--- config.mk ---
export PLATFORM = sky130hd
export DESIGN_NAME = isl_cell
export DESIGN_NICKNAME = d
export VERILOG_FILES = /design/src/isl_pkg.sv /design/src/isl_cell.sv
export SDC_FILE = /design/constraint.sdc
export NUM_CORES = 1
export LEC_CHECK = 0
export ABC_AREA = 1
export BUFFER_PORTS_ARGS = -buffer_cell sky130_fd_sc_hd__buf_4
export CAP_MARGIN = 25
export CORE_ASPECT_RATIO = 1.2
export CORE_MARGIN = 3
export CORE_UTILIZATION = 30
export DETAILED_ROUTE_END_ITERATION = 16
export HOLD_SLACK_MARGIN = 0.03
export REMOVE_ABC_BUFFERS = 1
export SYNTH_ARGS = -nofsm -noshare
export SYNTH_HDL_FRONTEND = slang
export SYNTH_SLANG_ARGS = --single-unit
--- constraint.sdc ---
create_clock -name clk -period 10.2 [get_ports clk]
set_input_delay 0.51 -clock clk [delete_from_list [all_inputs] [get_ports clk]]
set_output_delay 0.51 -clock clk [all_outputs]
set_load 0.02 [all_outputs]
--- src/isl_pkg.sv ---
`timescale 1ns / 1ps

package isl_pkg;

  localparam int CAPACITY_DEFAULT   = 64;
  localparam int WORD_WIDTH_DEFAULT = 64;
  localparam int CNT_MAX_W          = 11;

  localparam logic [2:0] MODE_PUSH   = 3'd0;
  localparam logic [2:0] MODE_POP    = 3'd1;
  localparam logic [2:0] MODE_INSERT = 3'd2;
  localparam logic [2:0] MODE_REMOVE = 3'd3;
  localparam logic [2:0] MODE_PUT    = 3'd4;
  localparam logic [2:0] MODE_GET    = 3'd5;
  localparam logic [2:0] MODE_CLEAR  = 3'd6;

  localparam logic [1:0] ST_OK    = 2'd0;
  localparam logic [1:0] ST_EMPTY = 2'd1;
  localparam logic [1:0] ST_RANGE = 2'd2;
  localparam logic [1:0] ST_FULL  = 2'd3;

  typedef struct packed {
    logic [2:0]  mode;
    logic [5:0]  position;
    logic [63:0] data_word;
  } isl_in_t;

  typedef struct packed {
    logic [63:0] read_word;
    logic [1:0]  status;
    logic [6:0]  count;
  } isl_out_t;

  typedef struct packed {
    logic                 en;
    logic [2:0]           mode;
    logic [CNT_MAX_W-1:0] pos;
    logic [CNT_MAX_W-1:0] count;
  } isl_cell_cmd_t;

endpackage

--- src/isl_cell.sv ---
`timescale 1ns / 1ps

module isl_cell #(
  parameter int INDEX      = 0,
  parameter int WORD_WIDTH = isl_pkg::WORD_WIDTH_DEFAULT
) (
  input  logic                    clk,
  input  isl_pkg::isl_cell_cmd_t  cmd,
  input  logic [WORD_WIDTH-1:0]   data,
  input  logic [WORD_WIDTH-1:0]   lower_word,
  input  logic [WORD_WIDTH-1:0]   upper_word,
  output logic [WORD_WIDTH-1:0]   word
);

  localparam logic [isl_pkg::CNT_MAX_W:0] IDX      = (isl_pkg::CNT_MAX_W + 1)'(INDEX);
  localparam logic [isl_pkg::CNT_MAX_W:0] IDX_PLUS = (isl_pkg::CNT_MAX_W + 1)'(INDEX + 1);

  logic [isl_pkg::CNT_MAX_W:0] pos_x;
  logic [isl_pkg::CNT_MAX_W:0] cnt_x;
  logic [WORD_WIDTH-1:0]       word_next;

  assign pos_x = {1'b0, cmd.pos};
  assign cnt_x = {1'b0, cmd.count};

  always_comb begin
    word_next = word;
    if (cmd.en) begin
      case (cmd.mode)
        isl_pkg::MODE_PUSH: begin
          if (IDX == cnt_x) word_next = data;
        end
        isl_pkg::MODE_INSERT: begin
          if (IDX == pos_x) word_next = data;
          else if (IDX > pos_x && IDX <= cnt_x) word_next = lower_word;
        end
        isl_pkg::MODE_REMOVE: begin
          if (IDX >= pos_x && IDX_PLUS < cnt_x) word_next = upper_word;
        end
        isl_pkg::MODE_PUT: begin
          if (IDX == pos_x) word_next = data;
        end
        default: begin
          word_next = word;
        end
      endcase
    end
  end

  always_ff @(posedge clk) begin
    word <= word_next;
  end

endmodule

==> impl_metrics.ini <==
[status]
status = completed

[finish]
nFillCells = 1526
multi_input_area_mm2 = 0.00193
nNetsFinal = 1131
n_antenna_cell = 0
area_growth_pct = 52.9
final_cells = 1117
top_regs = word: 64 flops
drive_above_1_share_pct = 34.8
top_register = word
regArea_mm2 = 0.00192
largest_reg_flops = 64

[synth]
async_reset_ff_share_pct = 0
syn_area_mm2 = 0.00458
synth_seq_area_share_pct = 42.0
synth_edf_count = 64
synth_cell_types = 19
synth_common_cells = 205 x nand2_1, 184 x nand3_1, 129 x inv_1
yosysMostFrequentCell = nand2_1
netlist.top_cell.by_area = edfxtp_1
ys_ff_latch = 64
ys_warn_count = 0
synth.avg_cell_area_um2 = 7.00
synthCells = 654
synth.area.top_cells = edfxtp_1 42%, nand3_1 20%, nand2_1 17%, inv_1 11%, buf_2 3.0%
ys_dominant_reg_cell = edfxtp_1
synth.top_cell.area_share_pct = 42.0

[global_routing]
grtUsageTotal_pct = 18.0
grt_max_degree = 67
antenna_found_initial = 0
grt_pass1_wl_um = 24300
grt_overflow_total = 0
grt_pass1_vias = 4812

[critical_path]
path_max_fanout = 66
crit_type = input pin to flop
worstPathRequired_ps = 10140
crit_chain = buf_4 > nor2_1 > nand2_1 > nor2_4 > buf_4 > nand3_1 > nand2_1 > nand2_1 > nor2_4 > buf_4
critical_path_buf_inv_count = 3
cp.arrival_ps = 2640
critPathCaptureType = flop
cpPeakStageDelay_ps = 660
cpLargestDelayFamily = buffers and inverters
cpMaxStageDelayCell = buf_4
cp.depth = 10
startpoint_type = input pin

[placement]
gp_congestion = 0.798
dp_hpwl_um = 11100
portBuffers = 282
dp_cells = 1101

[routing]
dr_total_vias = 5056
antenna_left = 0
firstDrtPassIters = 5
drc = 0
first_iter_violations = 359
wl_per_cell_um = 14.0
totalWireLength_um = 15700
avgViaCountPerCell = 4.53

[clock_tree]
cts_buffer_depth = 2
clk_pin_slew_worst_paths_ps = 60
cts-resized-gates = 0
clock-root-buffer = clkbuf_16
htreeDepth = 3
post_cts_buffers = 0
numClockSinks = 64
tritoncts = yes
cts-buffers-inserted = 9
ctsHoldBuffers = 0

[timing]
fin_crit_sh_pct = 26.4
fin_crit_ps = 2690
rsz0062_at_grt = false
worst_pin_slew_ps = 1030
setup_viol = 0
relSlewSlack_pct = 31.4
setup_tns_ps = 0
max_freq_mhz = 371
holdWs_ps = 473
hold_violations = 0
maxSlewViolCount = 0

[floorplanning]
dieArea_mm2 = 0.0168
die_x_um = 119
die_h_um = 141
row_count = 48
fp.coreArea_mm2 = 0.0147
start_util_pct = 31.3
pin_count = 283

[job]
cap_violations = 0

[min_path]
hold_path_class = input pin to flop
hold_depth = 3

[pwr]
pwr_density_cell_mw_per_mm2 = 106
p_leak_uw = 0.00366
ir_drop_v = 0.0000588
-- final cells by class --
type | instances | area share (%)
repair buffers | 287 | 30.8
clock inverters | 5 | 0.340
multi-input cells | 420 | 27.6
well taps | 200 | 3.57
inverters | 130 | 6.97
flip-flops and latches | 64 | 27.4
clock buffers | 11 | 3.32
-- cell usage in the layout (no fill, tap or decap) --
cell	Yosys	layout
buf_4	5	287
nand2_1	205	204
nand3_1	184	184
inv_1	129	129
edfxtp_1	64	64
nor2_1	13	12
nand3_2	11	11
clkbuf_16	0	9
clkinv_2	0	4
nor2_4	1	3
clkbuf_1	2	2
and2_2	0	1
nand2_2	0	1
inv_2	1	1
or2_4	1	1
nor2_8	1	1
o21bai_1	1	1
nor3_1	1	1
clkinv_1	0	1
-- metal layers --
metal	part of all wire, %	track usage (%)
met5	0	0
met4	2.6	7.93
met3	8.6	4.55
met2	50	30.5
met1	39	21.5
-- cell families (layout without fill, tap and decap cells) --
family | Yosys count | count (layout) | synth area share [%]
AOI/OAI and AO/OA | 1 | 1 | 0.164
buffers and inverters | 170 | 433 | 16.3
DFF | 64 | 64 | 42.0
and+or+nand+nor | 419 | 419 | 41.6
-- worst paths after layout --
| kind | startpoint | end | slack, ps |
|---|---|---|---|
| max | cmd[19] | word[18]$_DFFE_PP_ | 7510 |
| min | upper_word[33] | word[33]$_DFFE_PP_ | 470 |
-- where the power goes --
group          switching [µW]  leakage (µW)  internal, µW
combinational            75.9       0.00296          86.4
sequential               2.62      0.000569           304
clock                     108      0.000130           162
-- worst min-delay path: stages --
cell	delay, ps
buf_4	80
nand2_1	40
nand3_1	70
-- stage by stage --
| stage | worst slack (ps) | power (µW) | instance area, µm² | utilization (%) |
|---|---|---|---|---|
| 6_report | 7510 | 739 | 7000 | 47.8 |
| 4_1_cts | 7460 | 749 | 7000 | 47.8 |
| 5_1_grt | 7230 | 775 | 7000 | 47.8 |
| 2_1_floorplan | 3500 | 377 | 4320 | - |
| 3_5_place_dp | 7110 | 476 | 6750 | 46.0 |
| 3_3_place_gp | 7150 | 475 | 6750 | 46.0 |
Note: power is estimated with default switching activity, not from simulation.
